==> src/hdl/sqts_pkg.sv <==
// ----------------------------------------------------------------------------
// sqts_pkg
// Shared types, constants and helpers for the SARSA Q table step block.
// ----------------------------------------------------------------------------
package sqts_pkg;

  localparam int NUM_STATES = 6;
  localparam int NUM_ACTS   = 3;
  localparam int STATE_W    = 6;
  localparam int ACT_W      = 2;
  localparam int Q_W        = 16;
  localparam int CFG_W      = 9;
  localparam int CFG_IDX_W  = 2;
  localparam int DRAW_W     = 8;
  localparam int ROW_W      = NUM_ACTS * Q_W;
  localparam int ROW_AW     = $clog2(NUM_STATES);

  // products and intermediate sums
  localparam int PROD1_W = CFG_W + 1 + Q_W;   // discount * Q(s',a')
  localparam int G_W     = PROD1_W - 8;
  localparam int DIFF_W  = 19;                // r + g - Q(s,a)
  localparam int PROD2_W = CFG_W + 1 + DIFF_W;
  localparam int U_W     = PROD2_W - 8;
  localparam int NV_W    = U_W + 1;

  localparam logic [CFG_W-1:0] LEARN_RATE_RST  = CFG_W'(205);
  localparam logic [CFG_W-1:0] DISCOUNT_RST    = CFG_W'(256);
  localparam logic [CFG_W-1:0] EXPLORE_THR_RST = CFG_W'(26);

  localparam logic signed [Q_W-1:0] Q_MAX = 16'sh7FFF;
  localparam logic signed [Q_W-1:0] Q_MIN = 16'sh8000;

  typedef enum logic [ACT_W-1:0] {
    ACT_LEFT  = 2'd0,
    ACT_STOP  = 2'd1,
    ACT_RIGHT = 2'd2
  } act_e;

  typedef enum logic [CFG_IDX_W-1:0] {
    CFG_LEARN_RATE  = 2'd0,
    CFG_DISCOUNT    = 2'd1,
    CFG_EXPLORE_THR = 2'd2
  } cfg_idx_e;

  typedef enum logic [2:0] {
    ST_IDLE,
    ST_NEXT,
    ST_OLD,
    ST_DIFF,
    ST_SCALE,
    ST_WB
  } step_state_e;

  typedef struct packed {
    act_e chosen;
    logic explored;
  } policy_t;

  function automatic logic state_ok(input logic [STATE_W-1:0] st);
    return {1'b0, st} < (STATE_W + 1)'(NUM_STATES);
  endfunction

  function automatic logic act_ok(input logic [ACT_W-1:0] act);
    return act == ACT_LEFT || act == ACT_STOP || act == ACT_RIGHT;
  endfunction

  function automatic logic signed [Q_W-1:0] row_slot(input logic [ROW_W-1:0] row,
                                                     input act_e act);
    return row[act*Q_W +: Q_W];
  endfunction

endpackage

==> src/hdl/sqts_ram.sv <==
// ----------------------------------------------------------------------------
// sqts_ram
// Generic single write, single read RAM with registered read data.
// ----------------------------------------------------------------------------
module sqts_ram #(
  parameter int WIDTH = 16,
  parameter int DEPTH = 4
) (
  input  logic                     clk_i,
  input  logic                     we_i,
  input  logic [$clog2(DEPTH)-1:0] waddr_i,
  input  logic [WIDTH-1:0]         wdata_i,
  input  logic [$clog2(DEPTH)-1:0] raddr_i,
  output logic [WIDTH-1:0]         rdata_o
);

  logic [WIDTH-1:0] mem [DEPTH];

  always_ff @(posedge clk_i) begin
    if (we_i) begin
      mem[waddr_i] <= wdata_i;
    end
    rdata_o <= mem[raddr_i];
  end

endmodule

==> src/hdl/sqts_policy.sv <==
// ----------------------------------------------------------------------------
// sqts_policy
// Epsilon-greedy choice of the next action from one row of the Q table.
// ----------------------------------------------------------------------------
module sqts_policy import sqts_pkg::*; (
  input  logic [ROW_W-1:0]  row_i,
  input  logic [CFG_W-1:0]  explore_thr_i,
  input  logic [DRAW_W-1:0] explore_draw_i,
  input  logic              pick_draw_i,
  output policy_t           policy_o
);

  logic signed [Q_W-1:0] q_left, q_stop, q_right;
  act_e greedy, slot0, slot1;
  logic explore;

  assign q_left  = row_slot(row_i, ACT_LEFT);
  assign q_stop  = row_slot(row_i, ACT_STOP);
  assign q_right = row_slot(row_i, ACT_RIGHT);

  always_comb begin
    priority if (q_left > q_stop && q_left > q_right) begin
      greedy = ACT_LEFT;
    end else if (q_right > q_stop) begin
      greedy = ACT_RIGHT;
    end else begin
      greedy = ACT_STOP;
    end
  end

  // non-greedy slots; greedy STOP fills both with LEFT/RIGHT
  always_comb begin
    unique case (greedy)
      ACT_LEFT: begin
        slot0 = ACT_RIGHT;
        slot1 = ACT_STOP;
      end
      ACT_RIGHT: begin
        slot0 = ACT_LEFT;
        slot1 = ACT_STOP;
      end
      default: begin
        slot0 = ACT_LEFT;
        slot1 = ACT_RIGHT;
      end
    endcase
  end

  assign explore = {1'b0, explore_draw_i} < explore_thr_i;

  always_comb begin
    policy_o.explored = explore;
    if (explore) begin
      policy_o.chosen = pick_draw_i ? slot1 : slot0;
    end else begin
      policy_o.chosen = greedy;
    end
  end

endmodule

==> src/hdl/sarsa_q_table_step.sv <==
// ----------------------------------------------------------------------------
// sarsa_q_table_step
// Tabular SARSA step: epsilon-greedy next action and saturating Q update.
// ----------------------------------------------------------------------------
// One beat in gives one beat out. The Q table sits in a row memory (one row of
// three Q8.8 values per state) with a single read port, so an item is read in
// two passes (row of the next state, then row of the previous state), followed
// by two registered multiplies (discount, then learn rate) and a write back:
// a new item is taken only in idle, after the previous one's write back,
// and its result is registered at that write back. A finished result waits
// in an output register, so a stalled output does not hold up the following
// beat's processing until its write back. Rows read as zero until written;
// per-row valid flops cleared by reset stand in for a clearing pass, so the
// block is ready right after reset.
// ----------------------------------------------------------------------------
module sarsa_q_table_step import sqts_pkg::*; (
  input  logic                     clk_i,
  input  logic                     rst_ni,
  // configuration
  input  logic                     cfg_we_i,
  input  logic [CFG_IDX_W-1:0]     cfg_idx_i,
  input  logic [CFG_W-1:0]         cfg_data_i,
  // input channel
  input  logic                     in_valid_i,
  output logic                     in_stall_o,
  input  logic [STATE_W-1:0]       prev_state_i,
  input  logic [ACT_W-1:0]         prev_action_i,
  input  logic signed [Q_W-1:0]    reward_i,
  input  logic [STATE_W-1:0]       next_state_i,
  input  logic [DRAW_W-1:0]        explore_draw_i,
  input  logic                     pick_draw_i,
  input  logic                     do_update_i,
  // output channel
  output logic                     out_valid_o,
  input  logic                     out_stall_i,
  output logic [ACT_W-1:0]         chosen_action_o,
  output logic                     explored_o,
  output logic signed [Q_W-1:0]    new_value_o,
  output logic                     saturated_o
);

  // configuration registers
  logic [CFG_W-1:0] learn_rate_q, discount_q, explore_thr_q;

  always_ff @(posedge clk_i or negedge rst_ni) begin
    if (!rst_ni) begin
      learn_rate_q  <= LEARN_RATE_RST;
      discount_q    <= DISCOUNT_RST;
      explore_thr_q <= EXPLORE_THR_RST;
    end else if (cfg_we_i) begin
      unique case (cfg_idx_i)
        CFG_LEARN_RATE:  learn_rate_q  <= cfg_data_i;
        CFG_DISCOUNT:    discount_q    <= cfg_data_i;
        CFG_EXPLORE_THR: explore_thr_q <= cfg_data_i;
        default: ;
      endcase
    end
  end

  // control
  step_state_e state_q, state_d;
  logic        in_fire, out_free, wb_go;
  logic        out_valid_q;

  assign in_fire  = in_valid_i && !in_stall_o;
  assign out_free = !out_valid_q || !out_stall_i;
  assign wb_go    = (state_q == ST_WB) && out_free;

  always_comb begin
    state_d = state_q;
    unique case (state_q)
      ST_IDLE:  if (in_valid_i) state_d = ST_NEXT;
      ST_NEXT:  state_d = ST_OLD;
      ST_OLD:   state_d = ST_DIFF;
      ST_DIFF:  state_d = ST_SCALE;
      ST_SCALE: state_d = ST_WB;
      ST_WB:    if (out_free) state_d = ST_IDLE;
      default:  state_d = ST_IDLE;
    endcase
  end

  always_ff @(posedge clk_i or negedge rst_ni) begin
    if (!rst_ni) begin
      state_q <= ST_IDLE;
    end else begin
      state_q <= state_d;
    end
  end

  // latched beat
  logic [STATE_W-1:0]    ps_q, ns_q;
  logic [ACT_W-1:0]      pa_q;
  logic signed [Q_W-1:0] reward_q;
  logic [DRAW_W-1:0]     draw_q;
  logic                  pick_q, upd_q;

  always_ff @(posedge clk_i) begin
    if (in_fire) begin
      ps_q     <= prev_state_i;
      pa_q     <= prev_action_i;
      reward_q <= reward_i;
      ns_q     <= next_state_i;
      draw_q   <= explore_draw_i;
      pick_q   <= pick_draw_i;
      upd_q    <= do_update_i;
    end
  end

  // row memory and row valid flops
  logic                  ram_we;
  logic [ROW_AW-1:0]     ram_raddr, ram_waddr;
  logic [ROW_W-1:0]      ram_wdata, ram_rdata;
  logic [NUM_STATES-1:0] row_vld_q;
  logic                  wr_ok;

  always_comb begin
    unique case (state_q)
      ST_IDLE: ram_raddr = next_state_i[ROW_AW-1:0];
      default: ram_raddr = ps_q[ROW_AW-1:0];
    endcase
  end

  assign wr_ok     = upd_q && act_ok(pa_q) && state_ok(ps_q);
  assign ram_we    = wb_go && wr_ok;
  assign ram_waddr = ps_q[ROW_AW-1:0];

  sqts_ram #(
    .WIDTH (ROW_W),
    .DEPTH (NUM_STATES)
  ) u_ram (
    .clk_i   (clk_i),
    .we_i    (ram_we),
    .waddr_i (ram_waddr),
    .wdata_i (ram_wdata),
    .raddr_i (ram_raddr),
    .rdata_o (ram_rdata)
  );

  always_ff @(posedge clk_i or negedge rst_ni) begin
    if (!rst_ni) begin
      row_vld_q <= '0;
    end else if (ram_we) begin
      row_vld_q[ram_waddr] <= 1'b1;
    end
  end

  // masked rows: out-of-range or never written reads as zero
  logic [ROW_W-1:0] row_next, row_old;

  assign row_next = (state_ok(ns_q) && row_vld_q[ns_q[ROW_AW-1:0]]) ? ram_rdata : '0;
  assign row_old  = (state_ok(ps_q) && row_vld_q[ps_q[ROW_AW-1:0]]) ? ram_rdata : '0;

  policy_t policy, policy_q;

  sqts_policy u_policy (
    .row_i          (row_next),
    .explore_thr_i  (explore_thr_q),
    .explore_draw_i (draw_q),
    .pick_draw_i    (pick_q),
    .policy_o       (policy)
  );

  // datapath
  logic signed [Q_W-1:0]     qnext_q, qold_q;
  logic [ROW_W-1:0]          row_q;
  logic signed [PROD1_W-1:0] prod1_q;
  logic signed [DIFF_W-1:0]  diff_q;
  logic signed [PROD2_W-1:0] prod2_q;
  logic signed [G_W-1:0]     g_val;
  logic signed [U_W-1:0]     u_val;
  logic signed [NV_W-1:0]    nv_full;
  logic signed [Q_W-1:0]     nv_clamp;
  logic                      nv_sat;

  // arithmetic shifts give floor division by 256
  assign g_val = G_W'(prod1_q >>> 8);
  assign u_val = U_W'(prod2_q >>> 8);

  always_ff @(posedge clk_i) begin
    unique case (state_q)
      ST_NEXT: begin
        policy_q <= policy;
        qnext_q  <= row_slot(row_next, policy.chosen);
      end
      ST_OLD: begin
        row_q   <= row_old;
        qold_q  <= act_ok(pa_q) ? row_slot(row_old, act_e'(pa_q)) : '0;
        prod1_q <= $signed({1'b0, discount_q}) * qnext_q;
      end
      ST_DIFF: begin
        diff_q <= DIFF_W'(reward_q) + DIFF_W'(g_val) - DIFF_W'(qold_q);
      end
      ST_SCALE: begin
        prod2_q <= $signed({1'b0, learn_rate_q}) * diff_q;
      end
      default: ;
    endcase
  end

  assign nv_full = NV_W'(qold_q) + NV_W'(u_val);

  always_comb begin
    priority if (nv_full > NV_W'(Q_MAX)) begin
      nv_clamp = Q_MAX;
      nv_sat   = 1'b1;
    end else if (nv_full < NV_W'(Q_MIN)) begin
      nv_clamp = Q_MIN;
      nv_sat   = 1'b1;
    end else begin
      nv_clamp = Q_W'(nv_full);
      nv_sat   = 1'b0;
    end
  end

  always_comb begin
    ram_wdata = row_q;
    for (int i = 0; i < NUM_ACTS; i++) begin
      if (pa_q == ACT_W'(i)) begin
        ram_wdata[i*Q_W +: Q_W] = nv_clamp;
      end
    end
  end

  // output register
  logic [ACT_W-1:0]      chosen_q;
  logic                  explored_q, sat_q;
  logic signed [Q_W-1:0] new_value_q;

  always_ff @(posedge clk_i or negedge rst_ni) begin
    if (!rst_ni) begin
      out_valid_q <= 1'b0;
    end else if (wb_go) begin
      out_valid_q <= 1'b1;
    end else if (!out_stall_i) begin
      out_valid_q <= 1'b0;
    end
  end

  always_ff @(posedge clk_i) begin
    if (wb_go) begin
      chosen_q    <= policy_q.chosen;
      explored_q  <= policy_q.explored;
      new_value_q <= upd_q ? nv_clamp : qold_q;
      sat_q       <= upd_q && nv_sat;
    end
  end

  assign in_stall_o      = (state_q != ST_IDLE);
  assign out_valid_o     = out_valid_q;
  assign chosen_action_o = chosen_q;
  assign explored_o      = explored_q;
  assign new_value_o     = new_value_q;
  assign saturated_o     = sat_q;

  // checks
  a_we_in_wb: assert property (@(posedge clk_i) disable iff (!rst_ni)
    ram_we |-> state_q == ST_WB && state_ok(ps_q))
    else $error("row write outside write back or to an out-of-range state");

  a_wb_holds: assert property (@(posedge clk_i) disable iff (!rst_ni)
    (state_q == ST_WB && out_valid_q && out_stall_i) |=> state_q == ST_WB)
    else $error("write back left while result register blocked");

  a_sat_bound: assert property (@(posedge clk_i) disable iff (!rst_ni)
    (out_valid_q && sat_q) |-> (new_value_q == Q_MAX || new_value_q == Q_MIN))
    else $error("saturated result not at a bound");

  a_chosen_legal: assert property (@(posedge clk_i) disable iff (!rst_ni)
    out_valid_q |-> act_ok(chosen_q))
    else $error("illegal chosen action");

  a_row_valid: assert property (@(posedge clk_i) disable iff (!rst_ni)
    ram_we |=> row_vld_q[$past(ram_waddr)])
    else $error("written row not marked valid");

endmodule

==> config.mk <==
export PLATFORM = sky130hd
export DESIGN_NAME = sarsa_q_table_step
export DESIGN_NICKNAME = d
export VERILOG_FILES = /design/src/hdl/sqts_pkg.sv /design/src/hdl/sqts_ram.sv /design/src/hdl/sqts_policy.sv /design/src/hdl/sarsa_q_table_step.sv
export SDC_FILE = /design/constraint.sdc
export NUM_CORES = 2
export LEC_CHECK = 0
export BUFFER_PORTS_ARGS = -buffer_cell sky130_fd_sc_hd__buf_2
export CORE_MARGIN = 5
export CORE_UTILIZATION = 55
export CTS_CLUSTER_SIZE = 40
export DETAILED_ROUTE_END_ITERATION = 7
export GPL_TIMING_DRIVEN = 0
export PLACE_DENSITY = 0.72
export SKIP_LAST_GASP = 1
export SLEW_MARGIN = 30
export SYNTH_ARGS = -nofsm -noshare
export SYNTH_HDL_FRONTEND = slang
export SYNTH_SLANG_ARGS = --single-unit
==> constraint.sdc <==
create_clock -name clk_i -period 7.5 [get_ports clk_i]
set_input_delay 0.75 -clock clk_i [delete_from_list [all_inputs] [get_ports clk_i]]
set_output_delay 0.75 -clock clk_i [all_outputs]
set_load 0.005 [all_outputs]
# Yosys cells after proc, flatten, opt, wreduce, memory -nomap -nowiden
# Memory sizes are Yosys's and may differ from the RTL's. A register that Yosys moved wholly into a read port is not among the register bits.
# Cells that the tools add are included.
# W data, S select, Z words.
# word_totals
mem_count	1
ram_bits	288
output_inout_bits	22
latchBits	0
inputBits	56
reg_bits	254
rom_bits	0
elab_cells	114
# memory_table
memory	words	word_bits	rd	rd_ports_with_merged_regs	wr	line	rtl
u_ram.mem	6	48	1	1	1	sqts_ram.sv:17	logic [WIDTH-1:0] mem [DEPTH];
# op_classes
n_shift	2
n_lt_le_gt_ge	11
bitwise_logic	1
n_eq_ne	13
n_mux	30
add_sub_neg	3
reduce_logical	26
n_div	0
multipliers	2
# ops
cell	count
$mux W16	6
$mux W48	2
$shiftx A48 B7 Y16	2
$gt A16 B16 Y1	3
$mul A10 B19 Y29	1
$mul A10 B16 Y26	1
$add A16 B21 Y22	1
$gt A22 B16 Y1 const B	1
$lt A22 B16 Y1 const B	1
$add A16 B18 Y19	1
$sub A19 B16 Y19	1
$pmux W3 S6	1
$lt A6 B3 Y1 const B	2
$mux W2	6
$logic_and A1 B1 Y1	10
$lt A8 B9 Y1	1
$mux W1	9
$mux W3	3
$lt A3 B4 Y1 const B	2
$reduce_and A2 Y1	4
$bmux W1 S3	2
$eq A2 B2 Y1 const B	3
$eq A3 B2 Y1 const B	2
$eq A3 B3 Y1 const B	2
13 further kinds	21

# Depth between registers and ports, before layout
# logic_depth
depth_word	13
ltp_mapped	24
ltp_nobuf	22

# Cells and area by module
# From an unflattened synthesis, not the netlist that was laid out.
# hier_totals
hier_cells	3090
area_unflattened_um2	36632.6
# by_module_without_submodules
module	area_per_inst_um2	cells_per_inst	n_inst	seq_area_each_um2
sarsa_q_table_step	23139.7	2286	1	6972.9
sqts_ram	12082.8	619	1	9609.2
sqts_policy	1410.1	185	1	0.0

# Least setup slack after synthesis
# No wires, ideal clock.
# synth_path
path_type	reg2reg
startpoint	register state_q[2]
endpoint	register state_q[1]
path_buffers	1
arrival_time_ns	7.184
setup_time_ns	0.100
path_stages_with_launch	4
synth_period_minus_slack_ns	7.284
t_required_ns	7.400
slack_ns	0.216
cell_sequence	dfrtp_1 > clkbuf_1 > nor3b_1 > or2_2
# synth_via
elab_chain_cells	3
elab_cells_between_ends	10
cone_classes	eq/ne (7); mux (1); reduce/logical (2)
# synth_lines
item	line	rtl
from (decl)	sarsa_q_table_step.sv:61	step_state_e state_q, state_d;
from (signal assigned)	sarsa_q_table_step.sv:86	state_q <= state_d;
$eq A3 B3 Y1 / $logic_not A3 Y1 (equally long branches)	sarsa_q_table_step.sv:71	unique case (state_q)
$ne A2 B2 Y1 (no source line)	n/a	
$reduce_and A2 Y1 (no source line)	n/a	
# Parallel ways exist; a longest one is shown, timed or not.
# A chain may end at the register's enable or synchronous reset.

# Worst setup path in the final report
# layout_path
startpoint	register discount_q[5]
endpoint	register prod1_q[25], data pin
# layout_via
elab_chain_cells	1
# layout_lines
item	line	rtl
from (decl)	sarsa_q_table_step.sv:43	logic [CFG_W-1:0] learn_rate_q, discount_q, explore_thr_q;
from (signal assigned)	sarsa_q_table_step.sv:53	CFG_DISCOUNT: discount_q <= cfg_data_i;
$mul A10 B16 Y26	sarsa_q_table_step.sv:188	prod1_q <= $signed({1'b0, discount_q}) * qnext_q;
to (signal assigned)	sarsa_q_table_step.sv:188	
to (decl)	sarsa_q_table_step.sv:166	logic signed [PROD1_W-1:0] prod1_q;
# Every way passes these cells.

==> impl_metrics.py <==
metrics = {
    "synthesis": {
        "ys_warn_count": 0,
        "synth_area_mm2": 0.03616,
        "synthesis.instances": 3044,
        "synth_nets": 3593,
        "synth-async-reset-ratio_pct": 6.446,
        "synth_edf_count": 489,
        "synth_cell_types": 74,
        "syn_avg_cell_area_um2": 11.88,
        "yosysSeqAreaShare_pct": 45.86,
        "synth_ff_type": "edfxtp_1",
        "synth-seq-cells": 574,
    },
    "timing": {
        "hold_ws_ps": 119.0,
        "tightestPinTransition_ps": 908.5,
        "clock_skew_ps": 48.70,
        "period_needed_ps": 6741,
        "setup_viol": 0,
        "slew_viol_final": 0,
        "relSlewSlack_pct": 38.24,
        "fmax_mhz": 148.3,
        "hold_viol_final": 0,
        "rsz0062_at_grt": "no",
        "fin_crit_sh_pct": 89.88,
    },
    "final_layout": {
        "final_common_cell": "edfxtp_1",
        "fin_nets": 3772,
        "final_cell_mix": "489 x edfxtp_1, 441 x inv_1, 332 x nand2_1, 282 x fa_1, 215 x and2_1",
        "drive_above_1_share_pct": 11.30,
        "fill_cells": 5088,
        "area_delta_synth_final_pct": 11.81,
    },
    "grt": {
        "grt_pass1_vias": 24921,
        "grt_pass1_wl_um": 145300,
        "grtUsageTotal_pct": 26.73,
        "antenna_found_initial": 0,
        "grt_start_max_net_pins": 41,
        "grt.overflow.total": 0,
    },
    "worst_hold_path": {
        "hp-class": "input port to async pin",
    },
    "floorplan": {
        "die_y_um": 266.4,
        "fp.dieW_um": 266.4,
        "initial_core_util_pct": 55.19,
        "placementRows": 94,
        "die_area_mm2": 0.07097,
        "fp.coreArea_mm2": 0.06551,
        "io_pins": 78,
    },
    "worst_setup_path": {
        "cp.required_ps": 7880,
        "cp-end-kind": "flip-flop",
        "path_delay_family": "adder cells",
        "r2r_start": "discount_q[5]",
        "crit_arrival_ps": 7120,
        "path_buf_inv": 3,
        "start_kind": "flip-flop",
        "crit_top_cell": "fa_1",
        "critPathSlowestCell": "dfrtp_1",
        "crit_chain": "clkbuf_1 > and2_1 > fa_1 > fa_1 > fa_1 > fa_1 > inv_1 > fa_1 > inv_1 > ha_1 > a21o_1 > a21o_1 > a21o_1 > nor4_1 > a211oi_1 > o31a_1 > a211oi_1 > nor2b_1 > nor2_1 > xnor2_1",
        "worst-r2r-setup-slack_ps": 760,
        "r2r-end": "prod1_q[25]",
        "r2r_cells": 20,
        "path_max_fanout": 10,
        "cpPeakStageDelay_ps": 620,
        "crit_type": "flip-flop to flip-flop",
    },
    "placed_design": {
        "gp_congestion": 0.9656,
        "io_buffers": 77,
        "dp_hpwl_um": 72470,
    },
    "routing": {
        "drc_errors": 0,
        "antenna_left": 0,
        "vias_per_cell": 5.708,
        "first_pass_iters": 5,
        "drt_iter0_markers": 1864,
        "routed_wl_um": 93690,
        "vias": 23620,
        "wl_per_cell_um": 22.64,
    },
    "clock_network": {
        "clock_sinks": 574,
        "clk_latency_ps": 670,
        "holdBufCountCts": 0,
        "post_cts_buffers": 0,
        "htree_num_levels": 2,
        "ctsResizeCount": 0,
        "cts_inserted_buffers": 59,
        "cts.clk_slew.worst_paths_ps": 70,
        "clockRootBuffer": "clkbuf_16",
        "clk_path_buf_depth": 3,
        "cts_tree": "done",
    },
    "flow_run": {
        "cap_violations": 0,
    },
    "status": {
        "status": "complete, no violations",
    },
}
-- worst max-delay path by stage --
stage | start | end | slack (ps) | cells after the start
after floorplan | state_q[2] | state_q[1] | 220 | 3
after global placement | out_stall_i | row_vld_q[0] | -3320 | 5
after detailed placement | discount_q[5] | prod1_q[25] | 810 | 20
after CTS | discount_q[5] | prod1_q[25] | 760 | 20
after global routing | discount_q[3] | prod1_q[25] | 370 | 22
final | discount_q[5] | prod1_q[25] | 760 | 20
-- sequential cells by signal, summed over array words and instances (netlist names), 8 cells and up --
name,flops
reward_q,16
u_ram.rdata_o,48
qnext_q,16
u_ram.mem,288
draw_q,8
qold_q,16
new_value_o,16
prod2_q,21
learn_rate_q,9
explore_thr_q,9
prod1_q,18
discount_q,9
diff_q,19
row_q,48
-- stage by stage --
stage / util, % / std cells / area [um^2] / worst slack, ps / setup TNS [ps]
final: 61.71 / 4138 / 40430 / 758.9 / 0
after detailed placement: 58.34 / 4026 / 38220 / 805.8 / 0
after global placement: 57.43 / 3985 / 37620 / -3320 / -569410
after CTS: 61.70 / 4137 / 40420 / 760.0 / 0
after global routing: 61.71 / 4137 / 40430 / 368.6 / 0
after floorplan: - / 3044 / 36160 / 216.1 / 0
-- synth_stat cells, drive strengths merged, types with 49 or more instances --
master / instances / share of area (%)
fa: 282 / 16
ha: 211 / 7.3
and2: 216 / 3.7
mux4: 49 / 3.1
o21ai: 128 / 1.8
inv: 441 / 4.6
clkbuf: 92 / 0.96
xnor2: 60 / 1.5
nor2: 133 / 1.4
edfxtp: 489 / 41
a21oi: 72 / 1.0
nand2: 333 / 3.5
mux2i: 73 / 2.0
-- per-layer routing --
metal / up-vias / GRT usage, % / routed length, um
met4: 0 / 9.072 / 3694
li1: 10624 / - / -
met1: 11939 / 34.67 / 37300
met2: 848 / 46.18 / 46680
met3: 209 / 4.434 / 6010
met5: - / 0 / 0
-- area by class of cell --
cell class                 instances  area (um^2)  area share [%]
clock inverter                    41        590.6           1.461
sequential                       574        16580           41.02
clock buffer                      70         1612           3.986
antenna                            1        2.502        0.006190
buffer                           115        473.0           1.170
multi-input combinational       1914        17540           43.39
timing repair buffer             118        888.4           2.197
inverter                         441         1655           4.095
tap                              864         1081           2.674
-- worst register-to-register path, delay by kind of cell (launching register included) --
family / cells / cell delay (ps)
buffers and inverters: 3 / 710
adders and majority gates: 6 / 2740
and+or+nand+nor: 4 / 750
xor gates and xnor gates: 1 / 80
DFF: 1 / 620
AOI/OAI and AO/OA: 6 / 1580
-- logic make-up (layout without fill, tap and decap cells) --
kind of cell             Yosys count  in the layout  synth area share (%)
AND/OR/NAND/NOR                  839            839                 11.30
flip-flops                       574            574                 45.86
buffers and inverters            556            785                 5.883
adder cells (fa/ha/maj)          493            493                 22.92
AO/OA/AOI/OAI                    361            361                 6.385
multiplexers                     149            149                 5.914
XOR/XNOR                          72             72                 1.744
other                              0              1                     0
Power is not shown: default switching activity piles up to over one toggle a cycle in this logic, so the estimate is an artifact.
